[config.mk]
export PLATFORM = sky130hd
export DESIGN_NAME = awu_ram
export DESIGN_NICKNAME = d
export VERILOG_FILES = /design/src/rtl/awu_ram.sv
export SDC_FILE = /design/constraint.sdc
export NUM_CORES = 2
export LEC_CHECK = 0
export ABC_AREA = 1
export BUFFER_PORTS_ARGS = -buffer_cell sky130_fd_sc_hd__buf_2
export CAP_MARGIN = 15
export CELL_PAD_IN_SITES_DETAIL_PLACEMENT = 2
export CELL_PAD_IN_SITES_GLOBAL_PLACEMENT = 2
export CORE_UTILIZATION = 50
export CTS_BUF_LIST = sky130_fd_sc_hd__clkbuf_4
export CTS_CLUSTER_DIAMETER = 200
export DETAILED_ROUTE_END_ITERATION = 7
export HOLD_SLACK_MARGIN = 0.12
export PLACE_DENSITY = 0.85
export SLEW_MARGIN = 15
export SYNTH_ARGS = -nofsm -noshare
export SYNTH_HDL_FRONTEND = slang
export SYNTH_SLANG_ARGS = --single-unit
[constraint.sdc]
create_clock -name clk_i -period 16.8 [get_ports clk_i]
set_input_delay 2.52 -clock clk_i [delete_from_list [all_inputs] [get_ports clk_i]]
set_output_delay 2.52 -clock clk_i [all_outputs]
set_load 0.02 [all_outputs]
[src/rtl/awu_ram.sv]
// Generic single-port-write, single-port-read RAM with registered read data.
module awu_ram #(
  parameter int Width = 64,
  parameter int Depth = 64
) (
  input  logic                     clk_i,
  input  logic                     we_i,
  input  logic [$clog2(Depth)-1:0] waddr_i,
  input  logic [Width-1:0]         wdata_i,
  input  logic                     re_i,
  input  logic [$clog2(Depth)-1:0] raddr_i,
  output logic [Width-1:0]         rdata_o
);

  logic [Width-1:0] mem_q [Depth];
  logic [Width-1:0] rdata_q;

  always_ff @(posedge clk_i) begin
    if (we_i) begin
      mem_q[waddr_i] <= wdata_i;
    end
    if (re_i) begin
      rdata_q <= mem_q[raddr_i];
    end
  end

  assign rdata_o = rdata_q;

endmodule

==> results of run 1 <==
-- cells in the mapped netlist --
library cell  instances  area share
buf_4               134      0.0061
nand3_1            3847        0.12
inv_1                 8     0.00018
clkbuf_1            147      0.0033
buf_6                40      0.0027
nor4_1                8     0.00030
nand4_1               9     0.00034
buf_2               501       0.015
buf_8                 3     0.00027
nor2_1               56      0.0013
edfxtp_1           4160        0.75
nand2_1            4416        0.10
inv_2                 2    0.000045
inv_4                 2    0.000075
buf_1                72      0.0016
-- logic make-up after synthesis --
| family | count (synthesis) | synth area share |
|---|---|---|
| buffers and inverters | 909 | 0.0294 |
| DFF | 4160 | 0.753 |
| and+or+nand+nor | 8336 | 0.218 |
-- stage by stage --
| step | cells | instance area (um^2) | hold WS [ns] |
|---|---|---|---|
| floorplan | 13405 | 166000 | 0.797 |
| global placement | 17276 | 170000 | 0.855 |
==> flow_summary.yaml, run 1 <==
placement:
  dp_hpwl_mm: 413
  place_congestion: 0.809
  portBuffers: 142
logic_synthesis:
  ys_types: 15
  ys_ff_latch: 4160
  avgSynthCellArea_um2: 12.4
  synth_fp_nets: 13484
  ys_warn_count: 0
  synth_area_um2: 166000
  syn_inst: 13405
  yosysSeqAreaShare: 0.753
run_status:
  lastStage: "detailed placement (3_5_place_dp)"
  tool.error: "[ERROR DPL-0033] detailed placement checks failed during check placement."
  status: "stopped before the end"
die:
  die-width_um: 578
  fp.dieH_um: 578
  initial_core_util: 0.502
  rows: 211
  io_pins: 143
==> run 2, diff against run 1 <==
Settings changed: CELL_PAD_IN_SITES_DETAIL_PLACEMENT 2 to default, CELL_PAD_IN_SITES_GLOBAL_PLACEMENT 2 to default, CORE_UTILIZATION 50 to 40, CTS_BUF_LIST sky130_fd_sc_hd__clkbuf_4 to default, CTS_CLUSTER_DIAMETER 200 to default, HOLD_SLACK_MARGIN 0.12 to default, PLACE_DENSITY 0.85 to default, PLACE_DENSITY_LB_ADDON from default to 0.15.
==> flow_summary.yaml, run 2 <==
run_status:
  status: "finished, final reports clean"
worst_setup_path:
  crit_path_end_kind: "flop"
  arrival_ns: 8.50
  crit_family: "buffers and inverters"
  cpMostUsedCell: "buf_4"
  cp_slowest_cell: "buf_4"
  path_max_fanout: 103
  worstPathBufferInverterCount: 6
  required_ns: 17.55
  worstPathCellList: "buf_8 > buf_4 > buf_4 > buf_4 > buf_4 > buf_4 > nand3_1 > nand3_1 > nand3_1 > nand3_1 > nand2_1 > nand2_1 > nand2_1"
  r2r_slack_ns: 14.76
  reg2reg_from: "mem_q[11][18]"
  slowest_delay_ns: 0.98
  cp-start-kind: "input port"
  path_class: "in -> reg"
  crit_start: "raddr_i[1]"
timing:
  fin_worst_skew_ns: 0.0525
  finalHoldViolCount: 0
  period_share: 0.461
  worst_slack_ns: 9.05
  period_minus_slack_ns: 7.75
  timing.slew.headroom: 0.107
  worst_slew_pin_slew_ns: 1.34
  slew_viol_final: 0
  rsz0062_at_grt: "false"
  fmax_mhz: 129
  setup-tns-final_ns: 0
  finalSetupViolCount: 0
cts:
  cts_hold_buf: 0
  cts.sinks: 4160
  clk_latency_ns: 1.01
  cts_tree: "yes"
  cts_resized: 0
  clk_pin_slew_ns: 0.06
  cts_setup_buffers: 0
  cts_root_buf: "clkbuf_16"
  cts.htree.levels: 5
  cts_made_buffers: 436
  cts_buffer_depth: 4
flow_run:
  drv_cap: 0
drt:
  wl_per_cell_um: 29.8
  met1_length_mm: 234
  drt_wl_total_mm: 573
  drc: 0
  first_iter_violations: 13749
  highest_layer: "met5"
  wl_met2_mm: 270
  via_per_inst: 5.74
  dr.pass1.iters: 6
  wl_met3_mm: 47.0
  routed-via-count: 110425
  ant_nets: 0
global_routing:
  grt_pass1_wl_mm: 801
  antenna_found_initial: 56
  grt_usage: 0.269
  first_global_vias: 103849
  grt_max_degree: 263
  grt_overflow_total: 0
worst_hold_path:
  hold_class: "reg -> reg"
  hold_start: "mem_q[36][43]"
die:
  fp.dieH_um: 646
  die-width_um: 646
  rows: 236
  dieArea_um2: 417000
  core_area_um2: 413000
  initial_core_util: 0.402
  io_pins: 143
pwr:
  power.leakage_nw: 64.5
  power.density_nw_per_um2: 120
  ir_worst_vdd_uv: 101
placement:
  dpl_cell_area_um2: 172000
  pre_cts_slack_ns: 8.20
  place_congestion: 0.792
  portBuffers: 142
  dp_hpwl_mm: 276
logic_synthesis:
  avgSynthCellArea_um2: 12.4
  yosysSeqAreaShare: 0.753
  synth_area_leaders: "edfxtp_1, nand3_1, nand2_1"
  syn_inst: 13405
  yosysTopAreaCell: "edfxtp_1"
  synth_edf_count: 4160
  synth_area_um2: 166000
  synth_common_cells: "nand2_1, edfxtp_1, nand3_1"
  synth_fp_nets: 13484
  yosysMostFrequentCell: "nand2_1"
  ys_ff_latch: 4160
  ys.flop_type: "edfxtp_1"
  ys_types: 15
  synth-async-reset-ratio: 0
  ys_warn_count: 0
  synth_top_cell_area_share: 0.753
layout:
  regMostFlops: "mem_q"
  layout.nets: 13448
  design_area_um2: 186000
  syn_to_final_growth_pct: 11.9
  drive_gt1_frac: 0.0803
  final_cell_mix: "nand2_1, edfxtp_1, nand3_1, clkbuf_16, buf_4"
  layout_commonest_cell: "nand2_1"
  largest_register_ffs: 4096
run 2: cell counts after synthesis:
No cell type changed its count.
run 2: power breakdown:
group | switching [W] | internal (W) | total [W]
Combinational | 0.000979 | 0.000287 | 0.00127
Sequential | 0.0000356 | 0.0115 | 0.0116
Clock | 0.00411 | 0.00544 | 0.00955
run 2: per-layer routing:
layer | up-vias | GRT usage
met5 | - | 0
met4 | 24 | 0.0888
met3 | 1027 | 0.0411
met2 | 5115 | 0.439
met1 | 56344 | 0.369
li1 | 47915 | -
run 2: cell type report:
type	instances	area, um^2
multi-input cells	8336	36600
diodes	16	40.0
inverters	12	103
clock inverters	266	2520
fillers	37042	227000
flip-flops and latches	4160	125000
well taps	5474	6850
clock buffers	540	11500
repair buffers	423	3250
run 2: through the flow:
step	power, W	utilization	instances	hold WS (ns)
floorplan	0.0125	-	13405	0.797
global placement	0.0130	0.415	18394	0.854
detailed placement	0.0130	0.415	18398	0.855
CTS	0.0225	0.449	19204	0.873
global route	0.0230	0.450	19217	0.950
finish	0.0224	0.450	19227	0.866
run 2: worst min-delay path, delay by kind of cell, from the launching register on:
| family | cells | cell delay, ns |
|---|---|---|
| flops | 1 | 0.32 |
| simple gates | 8 | 0.47 |
run 2: kinds of logic after synthesis:
kind of cell / synth area share
AND/OR/NAND/NOR: 0.218
flip-flops: 0.753
buffers and inverters: 0.0294
run 2: final timing paths:
kind            endpoint  cells past startpoint
min          rdata_o[43]                      8
min reg2reg  rdata_o[43]                      8
max          rdata_o[39]                     13
max reg2reg  rdata_o[18]                      8
(Power assumes the default switching activity.)
