File: src/rtl/awu_pkg.sv
// Shared types and codes for the accumulator with undo history.
package awu_pkg;

  localparam logic [2:0] MODE_ADD  = 3'd0;
  localparam logic [2:0] MODE_SUB  = 3'd1;
  localparam logic [2:0] MODE_MUL  = 3'd2;
  localparam logic [2:0] MODE_DIV  = 3'd3;
  localparam logic [2:0] MODE_UNDO = 3'd4;

  localparam logic [1:0] STAT_OK      = 2'd0;
  localparam logic [1:0] STAT_DIVZERO = 2'd1;
  localparam logic [1:0] STAT_EMPTY   = 2'd2;
  localparam logic [1:0] STAT_SAT     = 2'd3;

  typedef enum logic [2:0] {
    AS_IDLE, AS_MUL, AS_MULFIN, AS_DIV, AS_DIVFIN, AS_DONE
  } alu_state_e;

  typedef enum logic [1:0] {
    ST_IDLE, ST_UNDO, ST_CALC, ST_DONE
  } top_state_e;

  typedef struct packed {
    logic       start;
    logic [2:0] mode;
  } alu_req_t;

  typedef struct packed {
    logic done;
    logic sat;
  } alu_rsp_t;

endpackage

File: src/rtl/awu_alu.sv
// Q32.32 arithmetic unit: add/sub computed at start, 4-step multiply, bit-serial divide.
module awu_alu (
  input  logic               clk_i,
  input  logic               rst_ni,
  input  awu_pkg::alu_req_t  req_i,
  input  logic [63:0]        a_i,
  input  logic [63:0]        b_i,
  output awu_pkg::alu_rsp_t  rsp_o,
  output logic [63:0]        result_o
);

  awu_pkg::alu_state_e state_q, state_d;
  logic [6:0]   cnt_q, cnt_d;
  logic         neg_q, neg_d;
  logic [63:0]  ua_q, ua_d, ub_q, ub_d;
  logic [127:0] acc_q, acc_d;
  logic [95:0]  num_q, num_d;
  logic [63:0]  rem_q, rem_d, quo_q, quo_d;
  logic         big_q, big_d;
  logic [63:0]  res_q, res_d;
  logic         sat_q, sat_d;

  logic [63:0]  mag_a, mag_b, sum, dif;
  logic [31:0]  mul_a, mul_b;
  logic [63:0]  prod;
  logic [64:0]  rem_sh, lim_mul, lim_div;

  function automatic logic [64:0] sat_limit(logic [63:0] mag, logic big, logic neg);
    logic [63:0] lim;
    logic [63:0] m;
    logic        s;
    lim = neg ? 64'h8000_0000_0000_0000 : 64'h7FFF_FFFF_FFFF_FFFF;
    s = big || (mag > lim);
    m = s ? lim : mag;
    return {s, neg ? (~m + 64'd1) : m};
  endfunction

  assign mag_a  = a_i[63] ? (~a_i + 64'd1) : a_i;
  assign mag_b  = b_i[63] ? (~b_i + 64'd1) : b_i;
  assign sum    = a_i + b_i;
  assign dif    = a_i - b_i;
  assign mul_a  = cnt_q[1] ? ua_q[63:32] : ua_q[31:0];
  assign mul_b  = cnt_q[0] ? ub_q[63:32] : ub_q[31:0];
  assign prod   = 64'(mul_a) * 64'(mul_b);
  assign rem_sh = {rem_q, num_q[95]};
  assign lim_mul = sat_limit(acc_q[95:32], |acc_q[127:96], neg_q);
  assign lim_div = sat_limit(quo_q, big_q, neg_q);

  // next state
  always_comb begin
    state_d = state_q;
    unique case (state_q)
      awu_pkg::AS_IDLE: begin
        if (req_i.start) begin
          if (req_i.mode == awu_pkg::MODE_MUL) state_d = awu_pkg::AS_MUL;
          else if (req_i.mode == awu_pkg::MODE_DIV) state_d = awu_pkg::AS_DIV;
          else state_d = awu_pkg::AS_DONE;
        end
      end
      awu_pkg::AS_MUL:    if (cnt_q == 7'd3) state_d = awu_pkg::AS_MULFIN;
      awu_pkg::AS_DIV:    if (cnt_q == 7'd95) state_d = awu_pkg::AS_DIVFIN;
      awu_pkg::AS_MULFIN: state_d = awu_pkg::AS_DONE;
      awu_pkg::AS_DIVFIN: state_d = awu_pkg::AS_DONE;
      awu_pkg::AS_DONE:   state_d = awu_pkg::AS_IDLE;
      default:            state_d = awu_pkg::AS_IDLE;
    endcase
  end

  // datapath
  always_comb begin
    cnt_d = cnt_q; neg_d = neg_q; ua_d = ua_q; ub_d = ub_q; acc_d = acc_q;
    num_d = num_q; rem_d = rem_q; quo_d = quo_q; big_d = big_q;
    res_d = res_q; sat_d = sat_q;
    unique case (state_q)
      awu_pkg::AS_IDLE: begin
        if (req_i.start) begin
          neg_d = a_i[63] ^ b_i[63];
          ua_d  = mag_a;
          ub_d  = mag_b;
          cnt_d = '0;
          acc_d = '0;
          num_d = {mag_a, 32'd0};
          rem_d = '0;
          quo_d = '0;
          big_d = 1'b0;
          sat_d = 1'b0;
          res_d = a_i;
          case (req_i.mode)
            awu_pkg::MODE_ADD: begin
              if (!(a_i[63] ^ b_i[63]) && (sum[63] ^ a_i[63])) begin
                sat_d = 1'b1;
                res_d = a_i[63] ? 64'h8000_0000_0000_0000 : 64'h7FFF_FFFF_FFFF_FFFF;
              end else begin
                res_d = sum;
              end
            end
            awu_pkg::MODE_SUB: begin
              if ((a_i[63] ^ b_i[63]) && (dif[63] ^ a_i[63])) begin
                sat_d = 1'b1;
                res_d = a_i[63] ? 64'h8000_0000_0000_0000 : 64'h7FFF_FFFF_FFFF_FFFF;
              end else begin
                res_d = dif;
              end
            end
            default: ;
          endcase
        end
      end
      awu_pkg::AS_MUL: begin
        acc_d = acc_q + (128'(prod) << (7'd32 * (7'(cnt_q[0]) + 7'(cnt_q[1]))));
        cnt_d = cnt_q + 7'd1;
      end
      awu_pkg::AS_DIV: begin
        num_d = {num_q[94:0], 1'b0};
        if (quo_q[63]) big_d = 1'b1;
        if (rem_sh >= {1'b0, ub_q}) begin
          rem_d = 64'(rem_sh - {1'b0, ub_q});
          quo_d = {quo_q[62:0], 1'b1};
        end else begin
          rem_d = rem_sh[63:0];
          quo_d = {quo_q[62:0], 1'b0};
        end
        cnt_d = cnt_q + 7'd1;
      end
      awu_pkg::AS_MULFIN: begin
        res_d = lim_mul[63:0];
        sat_d = lim_mul[64];
      end
      awu_pkg::AS_DIVFIN: begin
        res_d = lim_div[63:0];
        sat_d = lim_div[64];
      end
      default: ;
    endcase
  end

  // outputs
  always_comb begin
    rsp_o.done = (state_q == awu_pkg::AS_DONE);
    rsp_o.sat  = sat_q;
    result_o   = res_q;
  end

  always_ff @(posedge clk_i or negedge rst_ni) begin
    if (!rst_ni) begin
      state_q <= awu_pkg::AS_IDLE;
    end else begin
      state_q <= state_d;
    end
  end

  always_ff @(posedge clk_i) begin
    cnt_q <= cnt_d; neg_q <= neg_d; ua_q <= ua_d; ub_q <= ub_d; acc_q <= acc_d;
    num_q <= num_d; rem_q <= rem_d; quo_q <= quo_d; big_q <= big_d;
    res_q <= res_d; sat_q <= sat_d;
  end

endmodule

File: config.mk
export PLATFORM = sky130hd
export DESIGN_NAME = awu_alu
export DESIGN_NICKNAME = d
export VERILOG_FILES = /design/src/rtl/awu_pkg.sv /design/src/rtl/awu_alu.sv
export SDC_FILE = /design/constraint.sdc
export NUM_CORES = 2
export LEC_CHECK = 0
export BUFFER_PORTS_ARGS = -buffer_cell sky130_fd_sc_hd__buf_4
export CORE_ASPECT_RATIO = 0.5
export CORE_MARGIN = 5
export CORE_UTILIZATION = 55
export CTS_CLUSTER_SIZE = 30
export DETAILED_ROUTE_END_ITERATION = 8
export PLACE_DENSITY = 0.71
export SLEW_MARGIN = 20
export SYNTH_ARGS = -nofsm -noshare
export SYNTH_HDL_FRONTEND = slang
export SYNTH_SLANG_ARGS = --single-unit
File: constraint.sdc
create_clock -name clk_i -period 13.57 [get_ports clk_i]
set_input_delay 2.714 -clock clk_i [delete_from_list [all_inputs] [get_ports clk_i]]
set_output_delay 2.714 -clock clk_i [all_outputs]
set_load 0.02 [all_outputs]
==> impl_metrics.toml <==
[status]
status = "completed"

[clocking]
clk_path_buf_depth = 3
cts_max_level = 2
path_clk_slew_ps = 70
cts_tree = "built"
cts_made_buffers = 55
cts_sinks = 525
cts_root_buf = "clkbuf_16"
worst_skew_pair.late_latency_ps = 730

[global_route]
grt_overflow = 0
antenna_found_initial = 37
grt_pass1_wl_um = 533000
grt_pass1_vias = 75988
grt_usage = 0.443
grt_max_degree = 125

[synth]
netlist_instances = 10357
netlist.area_leader.share = 0.211
ys_warn_count = 0
synth.distinct_cells = 94
syn-cell-area_mm2 = 0.0854
async_reset_ff_frac = 0.00571
yosys_most_used_dff = "edfxtp_1"
ys_ff_latch = 525
avgSynthCellArea_um2 = 8.24
synth_enable_flop_cells = 522
synth_nets = 12105
post-synth-top-area-cell = "fa_1"
synthTopCellsByArea = "fa_1 (21%), edfxtp_1 (18%), ha_1 (10%)"
seq_area_frac_synth = 0.184

[timing]
finalMaxSlewViolations = 0
worstMarginPinSlew_ps = 1320
tns_ps = 0
finalCritPeriodShare = 0.983
setup-violations-final = 0
fin_crit_ps = 13340
fmax_ghz = 0.0749
rsz0062_at_grt = "false"
slew_headroom = 0.121
skew_ps = 80.5
finalHoldViolations = 0

[floorplanning]
die_h_um = 289
rows = 102
io_pins = 200
start_util = 0.552
die_w_um = 567
die_area_mm2 = 0.164
core_mm2 = 0.155

[placement]
port_buffers = 199
place_inst = 12403
dp_hpwl_um = 302000
routabilityCongestion = 1.13

[layout]
area_growth_pct = 8.16
n_fill_cell = 14136
multiInputGateArea_mm2 = 0.0633
layout_commonest_cell = "nor2_1"
drive_gt1_frac = 0.0778
seqCellArea_mm2 = 0.0158
layout.cells.non_filler = 12529
final_cell_mix = "nor2_1 (1,353), inv_1 (1,223), nand2_1 (1,011), fa_1 (901), ha_1 (713)"
nets = 12129

[critical_path]
crit_required_ps = 14040
path_max_fanout = 53
cp_slowest_cell = "xor2_1"
cpMostUsedCell = "fa_1"
critical-path-max-stage-delay_ps = 650
worstPathArrival_ps = 13820
critPathKind = "register to register"
cp-start-kind = "register"
end_kind = "register"

[routing]
drt_wl_total_um = 372000
route.detailed.drc = 0
drtIter0Drc = 12446
postRouteAntennaNets = 0
drtPass1Iterations = 7
viasPerCell = 6.58
vias = 82423
wire_per_inst_um = 29.7

[flow_run]
max_cap_viol_count = 0

[worst_hold_path]
min_path_type = "register to register"
## through the flow
stage	worst slack [ps]	util	cell area, um^2	hold slack [ps]
after global placement	77.3	0.584	90200	528
after global routing	9.94	0.597	92300	517
final	226	0.597	92300	498
after CTS	219	0.596	92200	492
after detailed placement	295	0.584	90200	540
after floorplan	1420	-	85400	495
## cell families (layout without fill, tap and decap cells)
| group | count (synthesis) | in the layout | synth area share |
|---|---|---|---|
| adder cells (fa/ha/maj) | 1614 | 1614 | 0.316 |
| flip-flops | 525 | 525 | 0.184 |
| AO/OA/AOI/OAI | 2365 | 2365 | 0.174 |
| AND/OR/NAND/NOR | 3451 | 3451 | 0.181 |
| buffers and inverters | 1783 | 1853 | 0.0786 |
| multiplexers | 145 | 145 | 0.0178 |
| XOR/XNOR | 474 | 474 | 0.0486 |
| other | 0 | 22 | 0 |
## cell type report
class | instances | area share
Antenna cell | 22 | 0.000596
Clock buffer | 58 | 0.0153
Clock inverter | 45 | 0.00592
Inverter | 1232 | 0.0501
Multi-Input combinational cell | 8049 | 0.685
Sequential cell | 525 | 0.171
Tap cell | 2080 | 0.0282
Timing Repair Buffer | 518 | 0.0441
## sequential cells by signal, indices dropped and copies added (netlist names)
signal / flops
sat_q: 1
cnt_q: 7
quo_q: 64
num_q: 64
ub_q: 64
ua_q: 64
big_q: 1
neg_q: 1
rem_q: 64
acc_q: 128
state_q: 3
result_o: 64
## worst paths after layout
| check | startpoint | end | slack [ps] | cells past startpoint |
|---|---|---|---|---|
| min | num_q[91] | num_q[92] | 500 | 1 |
| min reg2reg | num_q[91] | num_q[92] | 500 | 1 |
| max reg2reg | cnt_q[0] | acc_q[127] | 230 | 42 |
| max in group asynchronous | rst_ni | state_q[1] | 11670 | 1 |
| min in group asynchronous | rst_ni | state_q[1] | 1780 | 1 |
| max | cnt_q[0] | acc_q[127] | 230 | 42 |
## timing repair
item / CTS / global route
hold endpoints to repair: 0 / 0
resized for setup: 0 / 23
endpoints found under the setup margin: 0 / 35
hold buffers: 0 / 0
setup buffers: 0 / 0
## synth_stat cells, drive strengths merged, types with 46 or more instances
master and instances:
a211oi 85, a21o 235, a21oi 715, a31oi 79, and2 67, and3 106, clkbuf 506, edfxtp 522
fa 901, ha 713, inv 1225, mux2 57, mux2i 88, nand2 1016, nand2b 63, nand3 143
nand4 135, nor2 1356, nor2b 55, nor3 184, nor4 90, o211ai 88, o21a 85, o21ai 556
o21bai 87, o31ai 72, or2 46, or3 88, or4 52, xnor2 345, xor2 129
## layer usage
layer | track usage | wire length [um]
met4 | 0.167 | 17200
met2 | 0.568 | 138000
met1 | 0.649 | 154000
met5 | 0.00402 | 304
met3 | 0.191 | 62600
## worst max-delay path: cells and delay by family (launching register included)
kind / cells / cell delay [ps]
AOI/OAI and AO/OA: 11 / 2960
xor gates and xnor gates: 1 / 650
adders and majority gates: 10 / 4840
buffers and inverters: 8 / 1160
DFF: 1 / 440
muxes: 2 / 570
and+or+nand+nor: 10 / 2350
Power is not shown: default switching activity piles up to over one toggle a cycle in this logic, so the estimate is an artifact.
